===== config.mk =====
export PLATFORM = sky130hd
export DESIGN_NAME = radix_digit_converter
export DESIGN_NICKNAME = d
export VERILOG_FILES = /design/src/hw/rtl/rdc_pkg.sv /design/src/hw/rtl/rdc_ctrl.sv /design/src/hw/rtl/rdc_dpath.sv /design/src/hw/rtl/radix_digit_converter.sv
export VERILOG_INCLUDE_DIRS = /design/src /design/src/hw/rtl
export SDC_FILE = /design/constraint.sdc
export NUM_CORES = 1
export LEC_CHECK = 0
export CAP_MARGIN = 20
export CORE_AREA = 2 2 167 169
export DETAILED_ROUTE_END_ITERATION = 12
export DIE_AREA = 0 0 169 171
export DONT_BUFFER_PORTS = 1
export SLEW_MARGIN = 0
export SYNTH_ARGS = -nofsm -noshare
export SYNTH_HDL_FRONTEND = slang
export SYNTH_SLANG_ARGS = --single-unit

===== constraint.sdc =====
create_clock -name i_clk -period 4.8 [get_ports i_clk]
set_clock_uncertainty 0.15 [all_clocks]
set_input_delay 0 -clock i_clk [delete_from_list [all_inputs] [get_ports i_clk]]
set_output_delay 0 -clock i_clk [all_outputs]
set_load 0.01 [all_outputs]

===== src/hw/rtl/assert_macros.svh =====
// Assertion macros for the radix digit converter RTL.
// Self-contained; included by files that carry concurrent assertions.
`ifndef ASSERT_MACROS_SVH
`define ASSERT_MACROS_SVH

// a holds -> b holds in the same cycle
`define ASSERT_SAME(label, clk, rst_n, a, b) \
    label: assert property (@(posedge clk) disable iff (!(rst_n)) (a) |-> (b)) \
        else $error("assertion failed");

// a holds -> b holds in the next cycle
`define ASSERT_NEXT(label, clk, rst_n, a, b) \
    label: assert property (@(posedge clk) disable iff (!(rst_n)) (a) |=> (b)) \
        else $error("assertion failed");

`endif


===== src/hw/rtl/rdc_pkg.sv =====
// Package for the radix digit converter: sizes, radix limits, state codes,
// controller/datapath command and status types, digit-to-character function.
// No dependencies.
`timescale 1ns / 1ps
`default_nettype none

package rdc_pkg;

    localparam int VALUE_BITS = 31;
    localparam int MAX_DIGITS = 32;
    localparam int DIGIT_W    = 5;
    localparam int CHAR_W     = 7;
    localparam int PTR_W      = $clog2(MAX_DIGITS);
    localparam int CNT_W      = $clog2(MAX_DIGITS + 1);
    localparam int BCNT_W     = $clog2(VALUE_BITS + 1);

    localparam logic [DIGIT_W-1:0] RADIX_MIN     = DIGIT_W'(2);
    localparam logic [DIGIT_W-1:0] RADIX_MAX     = DIGIT_W'(20);
    localparam logic [DIGIT_W-1:0] DECIMAL_LIMIT = DIGIT_W'(10);
    localparam logic [CHAR_W-1:0]  CHAR_ZERO     = CHAR_W'(48);
    localparam logic [CHAR_W-1:0]  CHAR_A        = CHAR_W'(65);

    typedef enum logic [1:0] {
        S_IDLE,
        S_DIV,
        S_READ,
        S_EMIT
    } t_state;

    typedef struct packed {
        logic load;
        logic div_start;
        logic div_step;
        logic push;
        logic emit;
    } t_cmd;

    typedef struct packed {
        logic div_done;
        logic quo_zero;
        logic last;
        logic out_free;
    } t_status;

    function automatic logic [CHAR_W-1:0] char_of(input logic [DIGIT_W-1:0] d);
        logic [CHAR_W-1:0] c;
        if (d < DECIMAL_LIMIT) begin
            c = CHAR_ZERO + CHAR_W'(d);
        end else begin
            c = CHAR_A + CHAR_W'(d - DECIMAL_LIMIT);
        end
        return c;
    endfunction

endpackage

`default_nettype wire


===== src/hw/rtl/rdc_ctrl.sv =====
// Controller for the radix digit converter: sequences load, divide, push
// and emit. Depends on rdc_pkg.
`timescale 1ns / 1ps
`default_nettype none

module rdc_ctrl (
    input  wire logic             i_clk,
    input  wire logic             i_rst_n,
    input  wire logic             i_in_valid,
    output logic                  o_in_ready,
    input  wire rdc_pkg::t_status i_sts,
    output rdc_pkg::t_cmd         o_cmd
);

    rdc_pkg::t_state r_state;
    rdc_pkg::t_state n_state;

    always_ff @(posedge i_clk) begin
        if (!i_rst_n) begin
            r_state <= rdc_pkg::S_IDLE;
        end else begin
            r_state <= n_state;
        end
    end

    always_comb begin
        n_state    = r_state;
        o_cmd      = '0;
        o_in_ready = 1'b0;
        unique case (r_state)
            rdc_pkg::S_IDLE: begin
                o_in_ready = 1'b1;
                if (i_in_valid) begin
                    o_cmd.load      = 1'b1;
                    o_cmd.div_start = 1'b1;
                    n_state         = rdc_pkg::S_DIV;
                end
            end
            rdc_pkg::S_DIV: begin
                if (!i_sts.div_done) begin
                    o_cmd.div_step = 1'b1;
                end else begin
                    o_cmd.push = 1'b1;
                    if (i_sts.quo_zero) begin
                        n_state = rdc_pkg::S_READ;
                    end else begin
                        o_cmd.div_start = 1'b1;
                    end
                end
            end
            rdc_pkg::S_READ: begin
                n_state = rdc_pkg::S_EMIT;
            end
            rdc_pkg::S_EMIT: begin
                if (i_sts.out_free) begin
                    o_cmd.emit = 1'b1;
                    n_state    = i_sts.last ? rdc_pkg::S_IDLE : rdc_pkg::S_READ;
                end
            end
            default: n_state = rdc_pkg::S_IDLE;
        endcase
    end

endmodule

`default_nettype wire


===== src/hw/rtl/rdc_dpath.sv =====
// Datapath for the radix digit converter: radix register, bit-serial
// divider, digit stack memory and output register. Depends on rdc_pkg.
`timescale 1ns / 1ps
`default_nettype none

module rdc_dpath (
    input  wire logic                          i_clk,
    input  wire logic                          i_rst_n,
    input  wire logic                          i_cfg_wr_en,
    input  wire logic [rdc_pkg::DIGIT_W-1:0]   i_cfg_wr_data,
    input  wire logic [rdc_pkg::VALUE_BITS-1:0] i_value,
    input  wire rdc_pkg::t_cmd                 i_cmd,
    output rdc_pkg::t_status                   o_sts,
    output logic                               o_out_valid,
    input  wire logic                          i_out_ready,
    output logic [rdc_pkg::DIGIT_W-1:0]        o_digit,
    output logic [rdc_pkg::CHAR_W-1:0]         o_char_code,
    output logic                               o_last
);

    logic [rdc_pkg::DIGIT_W-1:0]    r_radix;
    logic [rdc_pkg::VALUE_BITS-1:0] r_quo;
    logic [rdc_pkg::DIGIT_W-1:0]    r_rem;
    logic [rdc_pkg::BCNT_W-1:0]     r_bitcnt;
    logic [rdc_pkg::PTR_W-1:0]      r_wptr;
    logic [rdc_pkg::PTR_W-1:0]      r_rptr;
    logic [rdc_pkg::CNT_W-1:0]      r_cnt;
    logic [rdc_pkg::CNT_W-1:0]      r_left;
    logic [rdc_pkg::DIGIT_W-1:0]    r_rdata;
    logic [rdc_pkg::DIGIT_W-1:0]    r_stack [rdc_pkg::MAX_DIGITS];
    logic                           r_out_valid;
    logic [rdc_pkg::DIGIT_W-1:0]    r_digit;
    logic [rdc_pkg::CHAR_W-1:0]     r_char;
    logic                           r_last;

    logic [rdc_pkg::DIGIT_W:0]      trial;
    logic                           qbit;
    logic [rdc_pkg::DIGIT_W-1:0]    n_rem;
    logic [rdc_pkg::CNT_W-1:0]      n_cnt;
    logic [rdc_pkg::PTR_W-1:0]      n_wptr;
    logic [rdc_pkg::PTR_W-1:0]      n_rptr;

    always_comb begin
        trial = {r_rem, r_quo[rdc_pkg::VALUE_BITS-1]};
        qbit  = (trial >= {1'b0, r_radix});
        n_rem = qbit ? rdc_pkg::DIGIT_W'(trial - {1'b0, r_radix})
                     : rdc_pkg::DIGIT_W'(trial);
        n_cnt = (r_cnt == rdc_pkg::CNT_W'(rdc_pkg::MAX_DIGITS)) ? r_cnt
                                                                 : r_cnt + 1'b1;
        n_wptr = (r_wptr == rdc_pkg::PTR_W'(rdc_pkg::MAX_DIGITS - 1)) ? '0
                                                                        : r_wptr + 1'b1;
        n_rptr = (r_rptr == '0) ? rdc_pkg::PTR_W'(rdc_pkg::MAX_DIGITS - 1)
                                : r_rptr - 1'b1;
    end

    always_ff @(posedge i_clk) begin
        if (!i_rst_n) begin
            r_radix <= rdc_pkg::RADIX_MIN;
        end else if (i_cfg_wr_en) begin
            if (i_cfg_wr_data < rdc_pkg::RADIX_MIN) begin
                r_radix <= rdc_pkg::RADIX_MIN;
            end else if (i_cfg_wr_data > rdc_pkg::RADIX_MAX) begin
                r_radix <= rdc_pkg::RADIX_MAX;
            end else begin
                r_radix <= i_cfg_wr_data;
            end
        end
    end

    always_ff @(posedge i_clk) begin
        if (!i_rst_n) begin
            r_bitcnt <= '0;
            r_wptr   <= '0;
            r_cnt    <= '0;
            r_quo    <= '0;
        end else begin
            if (i_cmd.load) begin
                r_quo  <= i_value;
                r_wptr <= '0;
                r_cnt  <= '0;
            end else if (i_cmd.div_step) begin
                r_quo <= {r_quo[rdc_pkg::VALUE_BITS-2:0], qbit};
            end
            if (i_cmd.div_start) begin
                r_bitcnt <= rdc_pkg::BCNT_W'(rdc_pkg::VALUE_BITS);
            end else if (i_cmd.div_step) begin
                r_bitcnt <= r_bitcnt - 1'b1;
            end
            if (i_cmd.push) begin
                r_wptr <= n_wptr;
                r_cnt  <= n_cnt;
            end
        end
    end

    always_ff @(posedge i_clk) begin
        if (i_cmd.div_start) begin
            r_rem <= '0;
        end else if (i_cmd.div_step) begin
            r_rem <= n_rem;
        end
        if (i_cmd.push) begin
            r_rptr <= r_wptr;
            r_left <= n_cnt;
        end else if (i_cmd.emit) begin
            r_rptr <= n_rptr;
            r_left <= r_left - 1'b1;
        end
    end

    always_ff @(posedge i_clk) begin
        if (i_cmd.push) begin
            r_stack[r_wptr] <= r_rem;
        end
        r_rdata <= r_stack[r_rptr];
    end

    always_ff @(posedge i_clk) begin
        if (!i_rst_n) begin
            r_out_valid <= 1'b0;
        end else if (i_cmd.emit) begin
            r_out_valid <= 1'b1;
        end else if (i_out_ready) begin
            r_out_valid <= 1'b0;
        end
    end

    always_ff @(posedge i_clk) begin
        if (i_cmd.emit) begin
            r_digit <= r_rdata;
            r_char  <= rdc_pkg::char_of(r_rdata);
            r_last  <= (r_left == rdc_pkg::CNT_W'(1));
        end
    end

    assign o_sts.div_done = (r_bitcnt == '0);
    assign o_sts.quo_zero = (r_quo == '0);
    assign o_sts.last     = (r_left == rdc_pkg::CNT_W'(1));
    assign o_sts.out_free = !r_out_valid || i_out_ready;

    assign o_out_valid = r_out_valid;
    assign o_digit     = r_digit;
    assign o_char_code = r_char;
    assign o_last      = r_last;

endmodule

`default_nettype wire


===== src/hw/rtl/radix_digit_converter.sv =====
// Radix digit converter top level: joins controller and datapath.
// Depends on rdc_pkg, rdc_ctrl, rdc_dpath and assert_macros.svh.
//
// Use:
//   Input request: i_in_valid / o_in_ready with i_value (31 bits, unsigned).
//   Output requests: o_out_valid / i_out_ready with o_digit, o_char_code and
//   o_last, one per digit, most significant digit first; o_last marks the
//   final digit. Zero gives the single digit 0.
//   Radix: write i_cfg_wr_data with i_cfg_wr_en high while idle; values
//   below 2 store 2, above 20 store 20.
// Conversion:
//   One shared restoring divider produces one quotient bit per cycle; each
//   digit takes 31 divider steps and then a push onto the digit stack.
//   The digit stack memory has a registered read, so each digit is emitted
//   through a read state and then an emit state. The next input request can
//   be taken in the cycle after the last output request is loaded.
// Reset (i_rst_n low, synchronous): controller idle, output empty, radix 2.
// Stall: a held output request freezes emission; the last digit may wait in
// the output register while the next input request is accepted.
`timescale 1ns / 1ps
`default_nettype none
`include "assert_macros.svh"

module radix_digit_converter (
    input  wire logic                           i_clk,
    input  wire logic                           i_rst_n,
    input  wire logic                           i_cfg_wr_en,
    input  wire logic [rdc_pkg::DIGIT_W-1:0]    i_cfg_wr_data,
    input  wire logic                           i_in_valid,
    output logic                                o_in_ready,
    input  wire logic [rdc_pkg::VALUE_BITS-1:0] i_value,
    output logic                                o_out_valid,
    input  wire logic                           i_out_ready,
    output logic [rdc_pkg::DIGIT_W-1:0]         o_digit,
    output logic [rdc_pkg::CHAR_W-1:0]          o_char_code,
    output logic                                o_last
);

    rdc_pkg::t_cmd    cmd;
    rdc_pkg::t_status sts;

    rdc_ctrl u_ctrl (
        .i_clk      (i_clk),
        .i_rst_n    (i_rst_n),
        .i_in_valid (i_in_valid),
        .o_in_ready (o_in_ready),
        .i_sts      (sts),
        .o_cmd      (cmd)
    );

    rdc_dpath u_dpath (
        .i_clk         (i_clk),
        .i_rst_n       (i_rst_n),
        .i_cfg_wr_en   (i_cfg_wr_en),
        .i_cfg_wr_data (i_cfg_wr_data),
        .i_value       (i_value),
        .i_cmd         (cmd),
        .o_sts         (sts),
        .o_out_valid   (o_out_valid),
        .i_out_ready   (i_out_ready),
        .o_digit       (o_digit),
        .o_char_code   (o_char_code),
        .o_last        (o_last)
    );

    `ASSERT_NEXT(a_busy_after_accept, i_clk, i_rst_n, i_in_valid && o_in_ready, !o_in_ready)
    `ASSERT_SAME(a_emit_into_free_slot, i_clk, i_rst_n, cmd.emit, sts.out_free)
    `ASSERT_NEXT(a_last_emit_idles, i_clk, i_rst_n, cmd.emit && sts.last, o_in_ready && o_last)
    `ASSERT_SAME(a_no_push_outside_div, i_clk, i_rst_n, cmd.push, !o_in_ready && !cmd.emit)

endmodule

`default_nettype wire


==> impl_metrics.json <==
{
  "status": "complete, no violations",
  "cts_tree": "yes",
  "synth_cells": 775,
  "irDropWorstVdd_mv": 0.239,
  "syn_nets": 837,
  "cp-start-kind": "flip-flop",
  "ys_types": 68,
  "cpMaxStageDelayCell": "nor2_1",
  "h-tree-depth": 1,
  "num_vias": 6487,
  "wl_um": 22700,
  "cap_violations": 0,
  "synth_xor_area_share_pct": 1.71,
  "start_util_pct": 39.3,
  "row_count": 61,
  "yosys_most_used_dff": "edfxtp_1",
  "cp.buffers_inverters": 1,
  "via_per_inst": 5.49,
  "synth_top_area_share_pct": 51.5,
  "overflow": 0,
  "grt_use_total_pct": 15.8,
  "die_y_um": 171,
  "fin_nets": 879,
  "end_kind": "flip-flop",
  "holdCritPathClass": "input port to flip-flop",
  "slowest_delay_ns": 0.52,
  "most-common-layout-cells": "edfxtp_1, nor2_1, dfxtp_1, nand2_1, dlygate4sd3_1",
  "synth_area_leaders": "edfxtp_1, dfxtp_1, mux4_2, nor2_1, ha_1",
  "syn_area_mm2": 0.0107,
  "drive_gt1_share_pct": 12.7,
  "grt_pass1_wl_um": 35800,
  "critPathKind": "flip-flop to flip-flop",
  "crit_chain": "inv_1 -> ha_1 -> or4b_4 -> nor2_8 -> nand2_1 -> nor2_1",
  "worstPathRequired_ns": 4.82,
  "finalHoldViolations": 0,
  "ys_seq_area_share_pct": 63.6,
  "fmax_mhz": 364,
  "drtIter0Drc": 590,
  "crit_family": "simple AND/OR/NAND/NOR gates",
  "drv_slew": 0,
  "rr_startpoint": "u_dpath.r_bitcnt[0]",
  "setup_ws_ns": 2.05,
  "clk_latency_ns": 0.53,
  "grt_max_degree": 55,
  "leakage_nw": 4.17,
  "drc": 0,
  "hpwl_um": 14300,
  "synth_compound_area_share_pct": 9.93,
  "final_common_cell": "edfxtp_1",
  "clk_pin_slew_ns": 0.06,
  "dpl_worst_slack_ns": 2.08,
  "setup.worst_path.start": "u_dpath.r_bitcnt[0]",
  "rsz0062_at_grt": "no",
  "pwr_density_cell_mw_per_mm2": 416,
  "cts_buffer_depth": 3,
  "setup_violations": 0,
  "synthSimpleGateAreaFrac_pct": 10.3,
  "detail-route-antenna-nets": 0,
  "yosys_warnings": 0,
  "p_total_w": 0.00512,
  "die_area_mm2": 0.0289,
  "synth_edf_count": 184,
  "synthAdderAreaFrac_pct": 2.52,
  "area_delta_synth_final_pct": 14.5,
  "cts_root_buf": "clkbuf_16",
  "ioPinCount": 56,
  "async_reset_ff_share_pct": 0,
  "synth_mux_area_share_pct": 9.01,
  "avgSynthCellArea_um2": 13.9,
  "worst_pin_slew_ns": 1.04,
  "worst-path-max-fanout": 15,
  "fin_tns_setup_ns": 0,
  "antenna_found_initial": 0,
  "cts_buffers": 26,
  "hold_start": "i_in_valid",
  "clkSinkCount": 249,
  "drtPass1Iterations": 4,
  "port_buffers": 0,
  "ys_ff_latch": 249,
  "postCtsSetupRepairBufs": 0,
  "n_fill_cell": 2457,
  "hold_slack_ns": 0.0254,
  "die_w_um": 169,
  "relSlewSlack_pct": 30.3,
  "gp_congestion": 0.771,
  "synth_top_family_by_area": "simple AND/OR/NAND/NOR gates",
  "period_share_pct": 57.3,
  "core_area_mm2": 0.0273,
  "crit_arrival_ns": 2.77,
  "avgRoutedWirePerCell_um": 19.2,
  "yosysTopAreaCell": "edfxtp_1",
  "finalCriticalPeriod_ns": 2.75,
  "first_global_vias": 6439
}
## per-layer routing
metal	up-vias	wire length [um]	track usage, %
li1	3026	-	-
met1	3265	10400	21.8
met2	164	10900	26.0
met3	32	1010	2.80
met4	0	412	4.05
met5	-	0	0
## path summary, 6_finish.rpt
kind	endpoint	slack, ns	cells past startpoint
worst min register to register	u_dpath.r_quo[21]	0.33	2
worst max register to register	u_dpath.r_stack[10][4]	2.05	6
worst min-delay path	u_dpath.r_cnt[5]	0.03	3
worst max-delay path	u_dpath.r_stack[10][4]	2.05	6
## cell type report
class	instances	area, um2	area share, %
Clock buffer	30	687	5.59
Clock inverter	16	150	1.22
Tap cell	346	433	3.52
Timing Repair Buffer	54	520	4.23
Multi-Input combinational cell	465	3590	29.2
Sequential cell	249	6830	55.5
Inverter	21	78.8	0.641
Antenna cell	1	2.50	0.0204
## worst min-delay path, cell delays in order
cell and delay, ns:
nand2_1 0.36, nand3_1 0.23, a21boi_1 0.05
## report_power, final
group          switching [W]  internal, W  total, W
sequential         0.0000608      0.00248   0.00254
clock               0.000801      0.00118   0.00198
combinational       0.000372     0.000226  0.000598
total                0.00123      0.00389   0.00512
## flip-flops by register name, summed over array words and instances, names as in the netlist
signal / flops
u_dpath.r_wptr: 5
u_dpath.r_rptr: 5
u_dpath.o_char_code: 7
u_dpath.r_rem: 5
u_ctrl.r_state: 2
u_dpath.r_rdata: 5
u_dpath.o_last: 1
u_dpath.r_stack: 160
u_dpath.r_cnt: 6
u_dpath.r_left: 6
u_dpath.o_out_valid: 1
u_dpath.r_quo: 31
u_dpath.o_digit: 5
u_dpath.r_radix: 5
u_dpath.r_bitcnt: 5
## logic make-up after synthesis
kind of cell / after synthesis
AOI/OAI and AO/OA: 151
xor gates and xnor gates: 21
adders and majority gates: 21
buffers and inverters: 61
and+or+nand+nor: 217
DFF: 249
muxes: 55
## timing repair
item | in CTS | in global routing
gates resized for setup | 0 | 0
hold buffers | 42 | 0
endpoints found under the hold margin | 55 | 0
## stage by stage
stage	instance area [um2]	util, %	std cells
floorplan	10700	-	775
global placement	11000	40.3	1093
detailed placement	11000	40.3	1093
CTS	12300	45.0	1181
global route	12300	45.0	1181
finish	12300	45.0	1182
## Yosys cell counts (all sizes together), types with 3 or more instances
master	number
mux4	33
o31a	3
or3b	3
a22oi	28
mux2	3
a31oi	4
edfxtp	184
xor2	7
nor2	73
o21ai	17
mux2i	19
nor2b	9
nor3b	3
nor4	8
a21boi	36
xnor2	14
o21a	4
nand3b	6
dfxtp	65
nand3	20
o22ai	8
a21oi	22
nand2b	9
buf	21
and2	3
o221ai	9
o2bb2ai	4
clkbuf	19
nand2	58
a311oi	4
ha	20
and3	5
inv	21
nor3	7
Note: power is estimated with default switching activity, not from simulation.
